$ cat src/design/ecgr_pkg.sv
`default_nettype none
// -----------------------------------------------------------------------------
// ecgr_pkg - shared types and constants of the ECG R-peak detector
// Field widths, register reset values, register index codes and the
// structs passed between the pipeline stages.
// -----------------------------------------------------------------------------
package ecgr_pkg;

	// default filter windows
	localparam int unsigned HP_WINDOW_DEF = 1;
	localparam int unsigned LP_WINDOW_DEF = 6;

	// field and state widths
	localparam int unsigned SAMPLE_W = 16;
	localparam int unsigned SQ_W     = 32;  // square of a 16-bit magnitude
	localparam int unsigned ENERGY_W = 35;
	localparam int unsigned THR_W    = 36;
	localparam int unsigned WMAX_W   = 37;
	localparam int unsigned CNT_W    = 8;
	localparam int unsigned Q16_W    = 16;
	localparam int unsigned CFG_IDX_W = 2;

	localparam logic [ENERGY_W-1:0]      ENERGY_MAX   = '1;
	localparam logic [THR_W-1:0]         THR_MAX      = '1;
	localparam logic signed [WMAX_W-1:0] WMAX_RESTART = -37'sd10000;

	// register reset values
	localparam logic [CNT_W-1:0] WINDOW_LEN_RST  = 8'd10;
	localparam logic [CNT_W-1:0] HOLDOFF_LEN_RST = 8'd100;
	localparam logic [Q16_W-1:0] PEAK_WEIGHT_RST = 16'd631;
	localparam logic [Q16_W-1:0] FORGET_RST      = 16'd3604;

	typedef enum logic [CFG_IDX_W-1:0] {
		REG_WINDOW_LEN  = 2'd0,
		REG_HOLDOFF_LEN = 2'd1,
		REG_PEAK_WEIGHT = 2'd2,
		REG_FORGET      = 2'd3
	} reg_idx_t;

	typedef struct packed {
		logic [CNT_W-1:0] window_len;
		logic [CNT_W-1:0] holdoff_len;
		logic [Q16_W-1:0] peak_weight;
		logic [Q16_W-1:0] forget;
	} cfg_t;

	// per-item control that rides along the pipeline
	typedef struct packed {
		logic start;    // clear the stage state before this item
		logic lp_fill;  // moving sum is full, energy is valid
		logic seed;     // still inside the threshold seeding window
	} stage_flags_t;

endpackage
`default_nettype wire

$ cat src/design/ecg_r_peak_detector.sv
`default_nettype none
// -----------------------------------------------------------------------------
// ecg_r_peak_detector - QRS (R-peak) detector for a 16-bit ECG stream
// One sample in, one result (beat flag, energy) out, four pipeline stages.
// -----------------------------------------------------------------------------
// Takes one ECG sample per transfer and returns one result per sample, in
// order: a beat flag and the moving energy. The block sustains one sample per
// clock while the result side is not stalled; each sample passes through the
// stage 1 to 4 registers and then the result register, and the pipeline keeps
// taking samples while a finished result waits, stalling the input only when
// all four stages and the result register are full. Stage 4 sets the rate:
// there the threshold feeds back on itself through the Q0.16 update
// multipliers every sample. Assert start_req with the first sample of a
// record to clear all filter and threshold state; the configuration registers
// keep their values. Write configuration only while no samples are in flight.
// -----------------------------------------------------------------------------
module ecg_r_peak_detector #(
	parameter int unsigned HP_WINDOW = ecgr_pkg::HP_WINDOW_DEF,  // 1..16
	parameter int unsigned LP_WINDOW = ecgr_pkg::LP_WINDOW_DEF   // 1..32
) (
	input  wire logic                                 clk,
	input  wire logic                                 arst_n,
	// sample channel
	input  wire logic                                 smp_valid,
	output      logic                                 smp_stall,
	input  wire logic signed [ecgr_pkg::SAMPLE_W-1:0] sample,
	input  wire logic                                 start_req,
	// result channel
	output      logic                                 res_valid,
	input  wire logic                                 res_stall,
	output      logic                                 beat,
	output      logic [ecgr_pkg::ENERGY_W-1:0]        energy,
	// configuration write channel
	input  wire logic                                 cfg_valid,
	output      logic                                 cfg_ready,
	input  wire logic [ecgr_pkg::CFG_IDX_W-1:0]       cfg_index,
	input  wire logic [ecgr_pkg::Q16_W-1:0]           cfg_data
);

	ecgr_pkg::cfg_t cfg;

	// stage valids, result valid
	logic v_s1, v_s2, v_s3, v_s4;
	logic res_valid_q;

	// moves out of each stage
	logic go_s1, go_s2, go_s3, go_s4;
	logic take;

	// input register
	logic signed [ecgr_pkg::SAMPLE_W-1:0] sample_s1;
	logic                                 start_s1;

	logic [ecgr_pkg::SQ_W-1:0]     sq_s3;
	ecgr_pkg::stage_flags_t        flags_s3;
	logic [ecgr_pkg::ENERGY_W-1:0] eval_s4;
	ecgr_pkg::stage_flags_t        flags_s4;

	// config: always ready, every write is accepted
	assign cfg_ready = 1'b1;

	ecgr_cfg_regs u_cfg (
		.clk      (clk),
		.arst_n   (arst_n),
		.wr_en    (cfg_valid && cfg_ready),
		.wr_index (cfg_index),
		.wr_data  (cfg_data),
		.cfg      (cfg)
	);

	// Pipeline flow: a stage moves forward when the next slot is empty or
	// is itself moving, so bubbles close up behind a stalled result.
	always_comb begin
		go_s4     = v_s4 && (!res_valid_q || !res_stall);
		go_s3     = v_s3 && (!v_s4 || go_s4);
		go_s2     = v_s2 && (!v_s3 || go_s3);
		go_s1     = v_s1 && (!v_s2 || go_s2);
		smp_stall = v_s1 && !go_s1;
		take      = smp_valid && !smp_stall;
	end

	always_ff @(posedge clk or negedge arst_n) begin
		if (!arst_n) begin
			v_s1        <= 1'b0;
			v_s2        <= 1'b0;
			v_s3        <= 1'b0;
			v_s4        <= 1'b0;
			res_valid_q <= 1'b0;
		end else begin
			v_s1        <= take || (v_s1 && !go_s1);
			v_s2        <= go_s1 || (v_s2 && !go_s2);
			v_s3        <= go_s2 || (v_s3 && !go_s3);
			v_s4        <= go_s3 || (v_s4 && !go_s4);
			res_valid_q <= go_s4 || (res_valid_q && res_stall);
		end
	end

	always_ff @(posedge clk) begin
		if (take) begin
			sample_s1 <= sample;
			start_s1  <= start_req;
		end
	end

	// stages 1-2: high-pass and squaring
	ecgr_highpass #(
		.HP_WINDOW (HP_WINDOW),
		.LP_WINDOW (LP_WINDOW)
	) u_hp (
		.clk        (clk),
		.arst_n     (arst_n),
		.window_len (cfg.window_len),
		.go_s1      (go_s1),
		.go_s2      (go_s2),
		.sample_s1  (sample_s1),
		.start_s1   (start_s1),
		.sq_s3      (sq_s3),
		.flags_s3   (flags_s3)
	);

	// stage 3: moving sum of squares
	ecgr_energy #(
		.LP_WINDOW (LP_WINDOW)
	) u_energy (
		.clk      (clk),
		.arst_n   (arst_n),
		.go_s3    (go_s3),
		.sq_s3    (sq_s3),
		.flags_s3 (flags_s3),
		.eval_s4  (eval_s4),
		.flags_s4 (flags_s4)
	);

	// stage 4: threshold, hold-off, result register
	ecgr_threshold u_thr (
		.clk      (clk),
		.arst_n   (arst_n),
		.cfg      (cfg),
		.go_s4    (go_s4),
		.eval_s4  (eval_s4),
		.flags_s4 (flags_s4),
		.beat_q   (beat),
		.energy_q (energy)
	);

	assign res_valid = res_valid_q;

	// a beat needs energy above a nonnegative threshold
	a_beat_energy: assert property (@(posedge clk) disable iff (!arst_n)
		res_valid && beat |-> energy != '0)
		else $error("beat reported with zero energy");

	// a new result only comes out of a full stage 4
	a_res_source: assert property (@(posedge clk) disable iff (!arst_n)
		$rose(res_valid) |-> $past(v_s4))
		else $error("result appeared without an item in stage 4");

	// input stalls only when every stage and the result register are held
	a_stall_full: assert property (@(posedge clk) disable iff (!arst_n)
		smp_stall |-> (v_s1 && v_s2 && v_s3 && v_s4 && res_valid && res_stall))
		else $error("input stalled with room in the pipeline");

endmodule
`default_nettype wire

$ cat src/design/ecgr_cfg_regs.sv
`default_nettype none
// -----------------------------------------------------------------------------
// ecgr_cfg_regs - configuration register file
// Four write-only registers, written through the index/data port.
// -----------------------------------------------------------------------------
module ecgr_cfg_regs (
	input  wire logic                            clk,
	input  wire logic                            arst_n,
	input  wire logic                            wr_en,
	input  wire logic [ecgr_pkg::CFG_IDX_W-1:0]  wr_index,
	input  wire logic [ecgr_pkg::Q16_W-1:0]      wr_data,
	output      ecgr_pkg::cfg_t                  cfg
);

	ecgr_pkg::cfg_t cfg_q;

	always_ff @(posedge clk or negedge arst_n) begin
		if (!arst_n) begin
			cfg_q.window_len  <= ecgr_pkg::WINDOW_LEN_RST;
			cfg_q.holdoff_len <= ecgr_pkg::HOLDOFF_LEN_RST;
			cfg_q.peak_weight <= ecgr_pkg::PEAK_WEIGHT_RST;
			cfg_q.forget      <= ecgr_pkg::FORGET_RST;
		end else if (wr_en) begin
			unique case (ecgr_pkg::reg_idx_t'(wr_index))
				ecgr_pkg::REG_WINDOW_LEN:  cfg_q.window_len  <= wr_data[ecgr_pkg::CNT_W-1:0];
				ecgr_pkg::REG_HOLDOFF_LEN: cfg_q.holdoff_len <= wr_data[ecgr_pkg::CNT_W-1:0];
				ecgr_pkg::REG_PEAK_WEIGHT: cfg_q.peak_weight <= wr_data;
				ecgr_pkg::REG_FORGET:      cfg_q.forget      <= wr_data;
			endcase
		end
	end

	assign cfg = cfg_q;

endmodule
`default_nettype wire

$ cat src/design/ecgr_highpass.sv
`default_nettype none
// -----------------------------------------------------------------------------
// ecgr_highpass - moving-average high-pass and squaring (stages 1 and 2)
// Stage 1 updates the sample line and running sum and starts the mean
// division (reciprocal multiply). Stage 2 corrects the quotient, forms the
// high-pass output and squares it.
// -----------------------------------------------------------------------------
module ecgr_highpass #(
	parameter int unsigned HP_WINDOW = ecgr_pkg::HP_WINDOW_DEF,
	parameter int unsigned LP_WINDOW = ecgr_pkg::LP_WINDOW_DEF
) (
	input  wire logic                                 clk,
	input  wire logic                                 arst_n,
	input  wire logic [ecgr_pkg::CNT_W-1:0]           window_len,
	input  wire logic                                 go_s1,
	input  wire logic                                 go_s2,
	input  wire logic signed [ecgr_pkg::SAMPLE_W-1:0] sample_s1,
	input  wire logic                                 start_s1,
	output      logic [ecgr_pkg::SQ_W-1:0]            sq_s3,
	output      ecgr_pkg::stage_flags_t               flags_s3
);

	localparam int unsigned SW     = ecgr_pkg::SAMPLE_W;
	localparam int unsigned SUM_W  = SW + $clog2(HP_WINDOW + 1);
	localparam int unsigned K      = SUM_W + 1;
	localparam int unsigned RCP_W  = K + 1;
	localparam logic [RCP_W-1:0] RECIP = RCP_W'((2 ** K) / HP_WINDOW);
	localparam int unsigned PROD_W = SUM_W + RCP_W;
	localparam int unsigned QN_W   = SUM_W + 5;
	localparam int unsigned MID    = (HP_WINDOW + 1) / 2;
	localparam int unsigned HPO_W  = SW + 1;

	// stage 1 state
	logic signed [SW-1:0]     hist_q [HP_WINDOW];
	logic signed [SUM_W-1:0]  sum_q;
	logic [ecgr_pkg::CNT_W-1:0] cnt_q;

	logic signed [SW-1:0]     hist_cur [HP_WINDOW];
	logic signed [SUM_W-1:0]  sum_cur;
	logic signed [SUM_W-1:0]  sum_new;
	logic [ecgr_pkg::CNT_W-1:0] cnt_cur;
	logic [ecgr_pkg::CNT_W-1:0] cnt_next;
	logic [SUM_W-1:0]         mag;
	logic [PROD_W-1:0]        prod;
	logic                     hp_fill;
	ecgr_pkg::stage_flags_t   flags;

	// stage 2 registers
	logic [SUM_W-1:0]         mag_s2;
	logic [SUM_W-1:0]         qe_s2;
	logic                     neg_s2;
	logic signed [SW-1:0]     mid_s2;
	logic                     hp_fill_s2;
	ecgr_pkg::stage_flags_t   flags_s2;

	logic [QN_W-1:0]          rem;
	logic [SUM_W-1:0]         quot;
	logic signed [HPO_W-1:0]  mean;
	logic signed [HPO_W-1:0]  hp;
	logic [HPO_W-1:0]         hp_neg;
	logic [SW-1:0]            hp_mag;

	always_comb begin
		for (int k = 0; k < HP_WINDOW; k++) begin
			hist_cur[k] = start_s1 ? '0 : hist_q[k];
		end
		sum_cur  = start_s1 ? '0 : sum_q;
		cnt_cur  = start_s1 ? '0 : cnt_q;
		sum_new  = sum_cur + SUM_W'(sample_s1) - SUM_W'(hist_cur[HP_WINDOW-1]);
		cnt_next = (cnt_cur == '1) ? cnt_cur : cnt_cur + 1'b1;
		mag      = sum_new[SUM_W-1] ? SUM_W'(-sum_new) : SUM_W'(sum_new);
		prod     = PROD_W'(mag) * PROD_W'(RECIP);
		hp_fill  = cnt_cur >= ecgr_pkg::CNT_W'(HP_WINDOW);
		flags.start   = start_s1;
		flags.lp_fill = cnt_cur >= ecgr_pkg::CNT_W'(LP_WINDOW);
		flags.seed    = cnt_cur < window_len;
	end

	always_ff @(posedge clk or negedge arst_n) begin
		if (!arst_n) begin
			for (int k = 0; k < HP_WINDOW; k++) begin
				hist_q[k] <= '0;
			end
			sum_q <= '0;
			cnt_q <= '0;
		end else if (go_s1) begin
			hist_q[0] <= sample_s1;
			for (int k = 1; k < HP_WINDOW; k++) begin
				hist_q[k] <= hist_cur[k-1];
			end
			sum_q <= sum_new;
			cnt_q <= cnt_next;
		end
	end

	always_ff @(posedge clk) begin
		if (go_s1) begin
			mag_s2     <= mag;
			qe_s2      <= SUM_W'(prod >> K);
			neg_s2     <= sum_new[SUM_W-1];
			mid_s2     <= (MID == 0) ? sample_s1 : hist_cur[MID-1];
			hp_fill_s2 <= hp_fill;
			flags_s2   <= flags;
		end
	end

	// quotient estimate is low by at most one
	always_comb begin
		rem    = QN_W'(mag_s2) - QN_W'(qe_s2) * QN_W'(HP_WINDOW);
		quot   = (rem >= QN_W'(HP_WINDOW)) ? qe_s2 + 1'b1 : qe_s2;
		mean   = neg_s2 ? -$signed(HPO_W'(quot)) : $signed(HPO_W'(quot));
		hp     = hp_fill_s2 ? {mid_s2[SW-1], mid_s2} - mean : '0;
		hp_neg = -hp;
		hp_mag = hp[HPO_W-1] ? hp_neg[SW-1:0] : hp[SW-1:0];
	end

	always_ff @(posedge clk) begin
		if (go_s2) begin
			sq_s3    <= ecgr_pkg::SQ_W'(hp_mag) * ecgr_pkg::SQ_W'(hp_mag);
			flags_s3 <= flags_s2;
		end
	end

endmodule
`default_nettype wire

$ cat src/design/ecgr_energy.sv
`default_nettype none
// -----------------------------------------------------------------------------
// ecgr_energy - moving sum of squares (stage 3)
// Keeps the last LP_WINDOW squares and a running sum; saturates the result.
// -----------------------------------------------------------------------------
module ecgr_energy #(
	parameter int unsigned LP_WINDOW = ecgr_pkg::LP_WINDOW_DEF
) (
	input  wire logic                            clk,
	input  wire logic                            arst_n,
	input  wire logic                            go_s3,
	input  wire logic [ecgr_pkg::SQ_W-1:0]       sq_s3,
	input  wire ecgr_pkg::stage_flags_t          flags_s3,
	output      logic [ecgr_pkg::ENERGY_W-1:0]   eval_s4,
	output      ecgr_pkg::stage_flags_t          flags_s4
);

	localparam int unsigned SQW   = ecgr_pkg::SQ_W;
	localparam int unsigned EW    = ecgr_pkg::ENERGY_W;
	localparam int unsigned ESUM_W = SQW + $clog2(LP_WINDOW + 1);
	localparam int unsigned EXT_W = (ESUM_W > EW) ? ESUM_W : EW + 1;

	logic [SQW-1:0]    line_q [LP_WINDOW];
	logic [ESUM_W-1:0] esum_q;

	logic [SQW-1:0]    line_cur [LP_WINDOW];
	logic [ESUM_W-1:0] esum_new;
	logic [EXT_W-1:0]  esum_ext;
	logic [EW-1:0]     eval;

	always_comb begin
		for (int k = 0; k < LP_WINDOW; k++) begin
			line_cur[k] = flags_s3.start ? '0 : line_q[k];
		end
		esum_new = (flags_s3.start ? '0 : esum_q) + ESUM_W'(sq_s3)
			- ESUM_W'(line_cur[LP_WINDOW-1]);
		esum_ext = EXT_W'(esum_new);
		if (!flags_s3.lp_fill) begin
			eval = '0;
		end else if (esum_ext > EXT_W'(ecgr_pkg::ENERGY_MAX)) begin
			eval = ecgr_pkg::ENERGY_MAX;
		end else begin
			eval = esum_ext[EW-1:0];
		end
	end

	always_ff @(posedge clk or negedge arst_n) begin
		if (!arst_n) begin
			for (int k = 0; k < LP_WINDOW; k++) begin
				line_q[k] <= '0;
			end
			esum_q <= '0;
		end else if (go_s3) begin
			line_q[0] <= sq_s3;
			for (int k = 1; k < LP_WINDOW; k++) begin
				line_q[k] <= line_cur[k-1];
			end
			esum_q <= esum_new;
		end
	end

	always_ff @(posedge clk) begin
		if (go_s3) begin
			eval_s4  <= eval;
			flags_s4 <= flags_s3;
		end
	end

endmodule
`default_nettype wire

$ cat src/design/ecgr_threshold.sv
`default_nettype none
// -----------------------------------------------------------------------------
// ecgr_threshold - adaptive threshold, hold-off and beat decision (stage 4)
// Seeds the threshold, tracks the window maximum, runs the periodic Q0.16
// update and drives the result register.
// -----------------------------------------------------------------------------
module ecgr_threshold (
	input  wire logic                            clk,
	input  wire logic                            arst_n,
	input  wire ecgr_pkg::cfg_t                  cfg,
	input  wire logic                            go_s4,
	input  wire logic [ecgr_pkg::ENERGY_W-1:0]   eval_s4,
	input  wire ecgr_pkg::stage_flags_t          flags_s4,
	output      logic                            beat_q,
	output      logic [ecgr_pkg::ENERGY_W-1:0]   energy_q
);

	localparam int unsigned EW  = ecgr_pkg::ENERGY_W;
	localparam int unsigned TW  = ecgr_pkg::THR_W;
	localparam int unsigned WW  = ecgr_pkg::WMAX_W;
	localparam int unsigned CW  = ecgr_pkg::CNT_W;
	localparam int unsigned QW  = ecgr_pkg::Q16_W;
	localparam int unsigned PW_W = QW + EW;        // weight * window max
	localparam int unsigned PT_W = QW + 1 + TW;    // (1 - forget) * threshold
	localparam int unsigned ACC_W = PT_W + 1;
	localparam int unsigned T_W  = ACC_W - QW;

	logic [TW-1:0]        thr_q;
	logic signed [WW-1:0] wm_q;
	logic                 armed_q;
	logic [CW-1:0]        hc_q;
	logic [CW-1:0]        wi_q;

	logic [TW-1:0]        thr0, thr1, thr2, thr_n;
	logic signed [WW-1:0] wm0, wm1, wm_n, eval_ext;
	logic                 armed0, armed1, armed_n;
	logic [CW-1:0]        hc0, hc1, hc_inc, wi0, wi_n;
	logic [TW-1:0]        eval_t;
	logic                 beat;
	logic                 upd;
	logic [EW-1:0]        w;
	logic [QW:0]          fw;
	logic [PW_W-1:0]      prod_w;
	logic [PT_W-1:0]      prod_t;
	logic [ACC_W-1:0]     acc;
	logic [T_W-1:0]       t;

	always_comb begin
		thr0   = flags_s4.start ? '0 : thr_q;
		wm0    = flags_s4.start ? '0 : wm_q;
		armed0 = flags_s4.start ? 1'b0 : armed_q;
		hc0    = flags_s4.start ? '0 : hc_q;
		wi0    = flags_s4.start ? '0 : wi_q;

		eval_t   = TW'(eval_s4);
		eval_ext = $signed(WW'(eval_s4));

		// seeding: largest energy of the first window
		thr1 = (flags_s4.seed && (eval_t > thr0)) ? eval_t : thr0;

		// hold-off counter
		hc_inc = hc0 + 1'b1;
		if (armed0) begin
			if (hc_inc >= cfg.holdoff_len) begin
				armed1 = 1'b0;
				hc1    = '0;
			end else begin
				armed1 = 1'b1;
				hc1    = hc_inc;
			end
		end else begin
			armed1 = 1'b0;
			hc1    = hc0;
		end

		wm1 = (eval_ext > wm0) ? eval_ext : wm0;

		beat    = (eval_t > thr1) && !armed1;
		armed_n = armed1 || beat;

		// periodic update: (pw*max + (1-forget)*thr) >> 16, both terms nonnegative
		upd    = wi0 >= cfg.window_len;
		w      = wm1[WW-1] ? '0 : wm1[EW-1:0];
		fw     = (QW+1)'(1 << QW) - (QW+1)'(cfg.forget);
		prod_w = PW_W'(cfg.peak_weight) * PW_W'(w);
		prod_t = PT_W'(fw) * PT_W'(thr1);
		acc    = ACC_W'(prod_w) + ACC_W'(prod_t);
		t      = acc[ACC_W-1:QW];
		thr2   = (t > T_W'(ecgr_pkg::THR_MAX)) ? ecgr_pkg::THR_MAX : t[TW-1:0];

		if (upd) begin
			thr_n = thr2;
			wm_n  = ecgr_pkg::WMAX_RESTART;
			wi_n  = '0;
		end else begin
			thr_n = thr1;
			wm_n  = wm1;
			wi_n  = wi0 + 1'b1;
		end
	end

	always_ff @(posedge clk or negedge arst_n) begin
		if (!arst_n) begin
			thr_q   <= '0;
			wm_q    <= '0;
			armed_q <= 1'b0;
			hc_q    <= '0;
			wi_q    <= '0;
		end else if (go_s4) begin
			thr_q   <= thr_n;
			wm_q    <= wm_n;
			armed_q <= armed_n;
			hc_q    <= hc1;
			wi_q    <= wi_n;
		end
	end

	always_ff @(posedge clk) begin
		if (go_s4) begin
			beat_q   <= beat;
			energy_q <= eval_s4;
		end
	end

endmodule
`default_nettype wire

$ cat config.mk
export PLATFORM = sky130hd
export DESIGN_NAME = ecg_r_peak_detector
export DESIGN_NICKNAME = d
export VERILOG_FILES = /design/src/design/ecgr_pkg.sv /design/src/design/ecg_r_peak_detector.sv /design/src/design/ecgr_cfg_regs.sv /design/src/design/ecgr_highpass.sv /design/src/design/ecgr_energy.sv /design/src/design/ecgr_threshold.sv
export SDC_FILE = /design/constraint.sdc
export NUM_CORES = 2
export LEC_CHECK = 0
export BUFFER_PORTS_ARGS = -buffer_cell sky130_fd_sc_hd__buf_2
export CAP_MARGIN = 10
export CORE_MARGIN = 1.5
export CORE_UTILIZATION = 67
export DETAILED_ROUTE_END_ITERATION = 16
export PLACE_DENSITY = 0.84
export SLEW_MARGIN = 20
export SYNTH_ARGS = -nofsm -noshare
export SYNTH_HDL_FRONTEND = slang
export SYNTH_SLANG_ARGS = --single-unit
$ cat constraint.sdc
create_clock -name clk -period 14.5 [get_ports clk]
set_clock_uncertainty 0.15 [all_clocks]
set_input_delay 0.725 -clock clk [delete_from_list [all_inputs] [get_ports clk]]
set_output_delay 0.725 -clock clk [all_outputs]
set_load 0.01 [all_outputs]
==> results by group <==
Run status
  • Outcome: complete, no violations

CTS
  • H-tree depth: 3
  • Cts bufs inserted: 67
  • CTS tree: built
  • Clk Latency, worst-skew pair: 0.65 ns
  • CTS Root Cell: clkbuf_16
  • Clk buf depth: 3
  • Number of setup buffers added after CTS: 0
  • Clk slew on worst S/H paths: about 0.06 ns
  • CTS sink cnt: 572

STA
  • Pin slew with the least headroom to its limit: 1.26 ns
  • Final min period: 13.97 ns
  • Max Slew Vio Count: 0
  • Hold Violations, Final: 0
  • RSZ-0062 raised after global routing: no
  • Final setup TNS: 0 ns
  • Max Clk Rate: 0.0716 GHz
  • Final period util: approximately 96%
  • Slew Limit Headroom: approximately 16%
  • Final Setup Violations: 0

Layout
  • Design Area, Final: 80700 um^2
  • Layout area overhead: 6.55%
  • Fillers: between 8000 and 9000
  • Layout Nets: 10100
  • Share of cells above drive strength 1: 6.46%

Yosys
  • Seq/Total Area, Yosys: 20.0%
  • Syn Nets: roughly 10000
  • Synth Warn #: 0
  • Post-synthesis adder-cell area fraction: a little over two fifths
  • Asr flop ratio synth: 71.7%
  • Synth top area cells: fa_1 34%, dfrtp_1 13%, ha_1 8.5%
  • Synth cell types: 90
  • Simple logic cell fraction of the synthesized area: approximately 17%
  • Post-Synth XOR/XNOR Area: 2.31%
  • Flops & latches, synth: 572
  • Top_reg_cell synth: dfrtp_1
  • Top cell type's share of synthesized area: 33.8%
  • Complex-gate fraction of the synthesized area: 7.71%
  • Largest family of logic cells by synthesized area: adder cells
  • EDFF count, synth: 162
  • Mapped Area: ~76000 um^2
  • Multiplexer share of the synthesized area: 0.837%
  • Cell count after synthesis: 8302
  • Mean Syn Cell Area: 9.13 um^2
  • Area leader, netlist: fa_1

Setup path
  • Startpoint types: register
  • Worst r2r src: u_energy.flags_s4[2]
  • Data required time of the worst path: 14.88 ns
  • Depth of the worst register-to-register path: 38
  • CP max stage delay: 0.70 ns
  • Reg2reg end: u_thr.thr_q[3]
  • Max Fanout on Critical Path: 40
  • Worst path slowest cell: clkinv_1
  • Arrival time worst endpoint: about 14 ns
  • Most common cell on crit path: fa_1
  • Critical path class: register to register
  • CP Capture Type: register
  • Reg2reg setup slack: roughly 0.53 ns

Detailed routing
  • Routed Antenna Nets: 0
  • DRT Pass-1 Iters: 6
  • Detailed Route Iter0 Violations: between 5000 and 6000
  • Drt wl/cell: 21.5 um
  • Vias/cell: 5.90
  • Routed wire length: between 200000 and 250000 um
  • Post-route DRC: 0
  • Vias: slightly below 60000

Placed design
  • Post-DP HPWL: 166000 um
  • Placed instance area: 78300 um^2
  • IO buf count: 77
  • GPL Wtd Cong: approximately 1.0

Floorplan
  • Die H: 339 um
  • # rows: 123
  • I/O Pins: 79
  • Core area: 112000 um^2
  • Chip Width: 339 um
  • Initial Util: 67.4%
  • Full die area: about 120000 um^2

GRT
  • First-pass GRT wire length: 337000 um
  • Grt total ovfl: 0
  • Largest net degree at the start of global routing: 230
  • Vias in the first global route: slightly above 60000
  • GR Util All Layers: 38.1%
  • Initial antenna violation count: 12

Worst hold path
  • Min-delay src: sample[4]
  • Hold path depth: 1
  • Worst hold-check path type: input port to register
  • Hold EP: sample_s1[4]

Flow run
  • Number of max-cap violations: 0
==> worst max path at each step <==
stage                     cells past startpoint  slack [ns]            startpoint               to
final                                        38        0.53  u_energy.flags_s4[2]   u_thr.thr_q[3]
after global routing                         42        0.01  u_energy.flags_s4[2]  u_thr.thr_q[24]
after CTS                                    41        0.43  u_energy.flags_s4[2]  u_thr.thr_q[24]
after detailed placement                     41        0.44  u_energy.flags_s4[2]   u_thr.thr_q[2]
after global placement                       41        0.85  u_energy.flags_s4[2]   u_thr.thr_q[0]
after floorplan                              43        3.20  u_energy.flags_s4[2]   u_thr.thr_q[5]
==> sequential cells by signal (all words and copies together), names as in the netlist, 2 cells and up <==
register           flops
u_energy.line_q      191
u_cfg.cfg             48
u_thr.wm_q            37
u_thr.thr_q           36
u_energy.esum_q       35
u_energy.eval_s4      35
u_thr.energy_q        35
u_hp.sq_s3            31
u_hp.mag_s2           17
u_hp.sum_q            17
sample_s1             16
u_hp.hist_q           16
u_hp.mid_s2           16
u_hp.cnt_q             8
u_thr.hc_q             8
u_thr.wi_q             8
u_hp.flags_s2          3
u_hp.flags_s3          3
u_energy.flags_s4      2
==> worst max-delay path, delay by kind of cell (launching register included) <==
family | cells | cell delay (ns)
AND/OR/NAND/NOR | 7 | 1.89
flip-flops | 1 | 0.42
AO/OA/AOI/OAI | 14 | 4.08
XOR/XNOR | 1 | 0.14
buffers and inverters | 6 | 2.23
adder cells (fa/ha/maj) | 10 | 4.86
==> cells in the mapped netlist, types with 33 or more instances <==
cell / n
xnor2_1: 138
a21o_1: 96
nand2_1: 1173
nand3_1: 57
nor2b_1: 231
inv_1: 1626
clkbuf_1: 303
o21ai_0: 360
xor2_1: 62
nand2b_1: 292
nand4_1: 37
edfxtp_1: 162
a21oi_1: 223
o21ai_1: 36
and2_1: 259
nor3_1: 49
mux2_2: 51
dfrtp_1: 393
ha_1: 515
fa_1: 1278
buf_1: 33
nor2_1: 528
==> per-stage QoR <==
stage	worst slack (ns)	hold slack (ns)	utilization, %	std cells
2_1_floorplan	3.20	0.250	-	8302
3_3_place_gp	0.847	0.253	69.7	9704
3_5_place_dp	0.439	0.256	69.7	9704
4_1_cts	0.435	0.0651	71.8	9829
5_1_grt	0.0115	0.0747	71.8	9834
6_report	0.534	0.0952	71.8	9836
==> area by class of cell <==
cell class	instances	area (um^2)	share of cell area, %
Antenna cell	7	17.5	0.0217
Clock buffer	89	1870	2.32
Clock inverter	35	515	0.639
Inverter	1654	6210	7.69
Multi-Input combinational cell	5720	53300	66.0
Sequential cell	572	15100	18.8
Tap cell	1500	1880	2.33
Timing Repair Buffer	259	1790	2.22
==> what timing repair did <==
item,CTS,global route
hold buffers,1,0
endpoints found under the hold margin,79,0
endpoints found under the setup margin,0,36
resized for setup,0,1
==> layout by cell type (no fill, tap or decap), types with 16 or more instances in the layout <==
| cell | synthesis | final |
|---|---|---|
| clkinv_1 | 23 | 23 |
| and3_1 | 23 | 23 |
| buf_4 | 1 | 179 |
| nor2b_1 | 231 | 230 |
| or2_2 | 17 | 17 |
| a221oi_2 | 24 | 24 |
| nor3_1 | 49 | 48 |
| a31oi_1 | 26 | 26 |
| ha_1 | 515 | 515 |
| xor2_1 | 62 | 55 |
| dfrtp_1 | 393 | 392 |
| nand2b_1 | 292 | 291 |
| buf_2 | 16 | 76 |
| nand2_1 | 1173 | 1171 |
| dfstp_2 | 17 | 17 |
| a21o_1 | 96 | 96 |
| o21a_1 | 21 | 21 |
| nor2_1 | 528 | 528 |
| nand4_1 | 37 | 37 |
| or3_1 | 16 | 16 |
| fa_1 | 1278 | 1278 |
| xnor2_1 | 138 | 126 |
| a21oi_1 | 223 | 222 |
| and2_1 | 259 | 258 |
| o21bai_1 | 25 | 25 |
| nand3_1 | 57 | 56 |
| mux2_2 | 51 | 51 |
| o21ai_0 | 360 | 346 |
| inv_1 | 1626 | 1624 |
| o31ai_1 | 18 | 18 |
| edfxtp_1 | 162 | 162 |
| clkbuf_16 | 0 | 70 |
| o21ai_1 | 36 | 47 |
==> metal layers <==
layer | up-vias | wire length, um | track usage, %
li1 | 25300 | - | -
met1 | 28900 | 76600 | 48.1
met2 | 3012 | 95400 | 58.5
met3 | 802 | 23600 | 10.7
met4 | 10 | 15800 | 23.7
met5 | - | 43 | 0
==> cell families (layout without fill, tap and decap cells) <==
logic type | count (synthesis) | in the layout
simple gates | 2726 | 2726
buf+inv | 2010 | 2037
fa+ha+maj | 1793 | 1793
compound gates | 943 | 943
flops | 572 | 572
xor+xnor | 200 | 200
mux | 57 | 57
other cells | 1 | 8
Power is not shown: default switching activity piles up to over one toggle a cycle in this logic, so the estimate is an artifact.
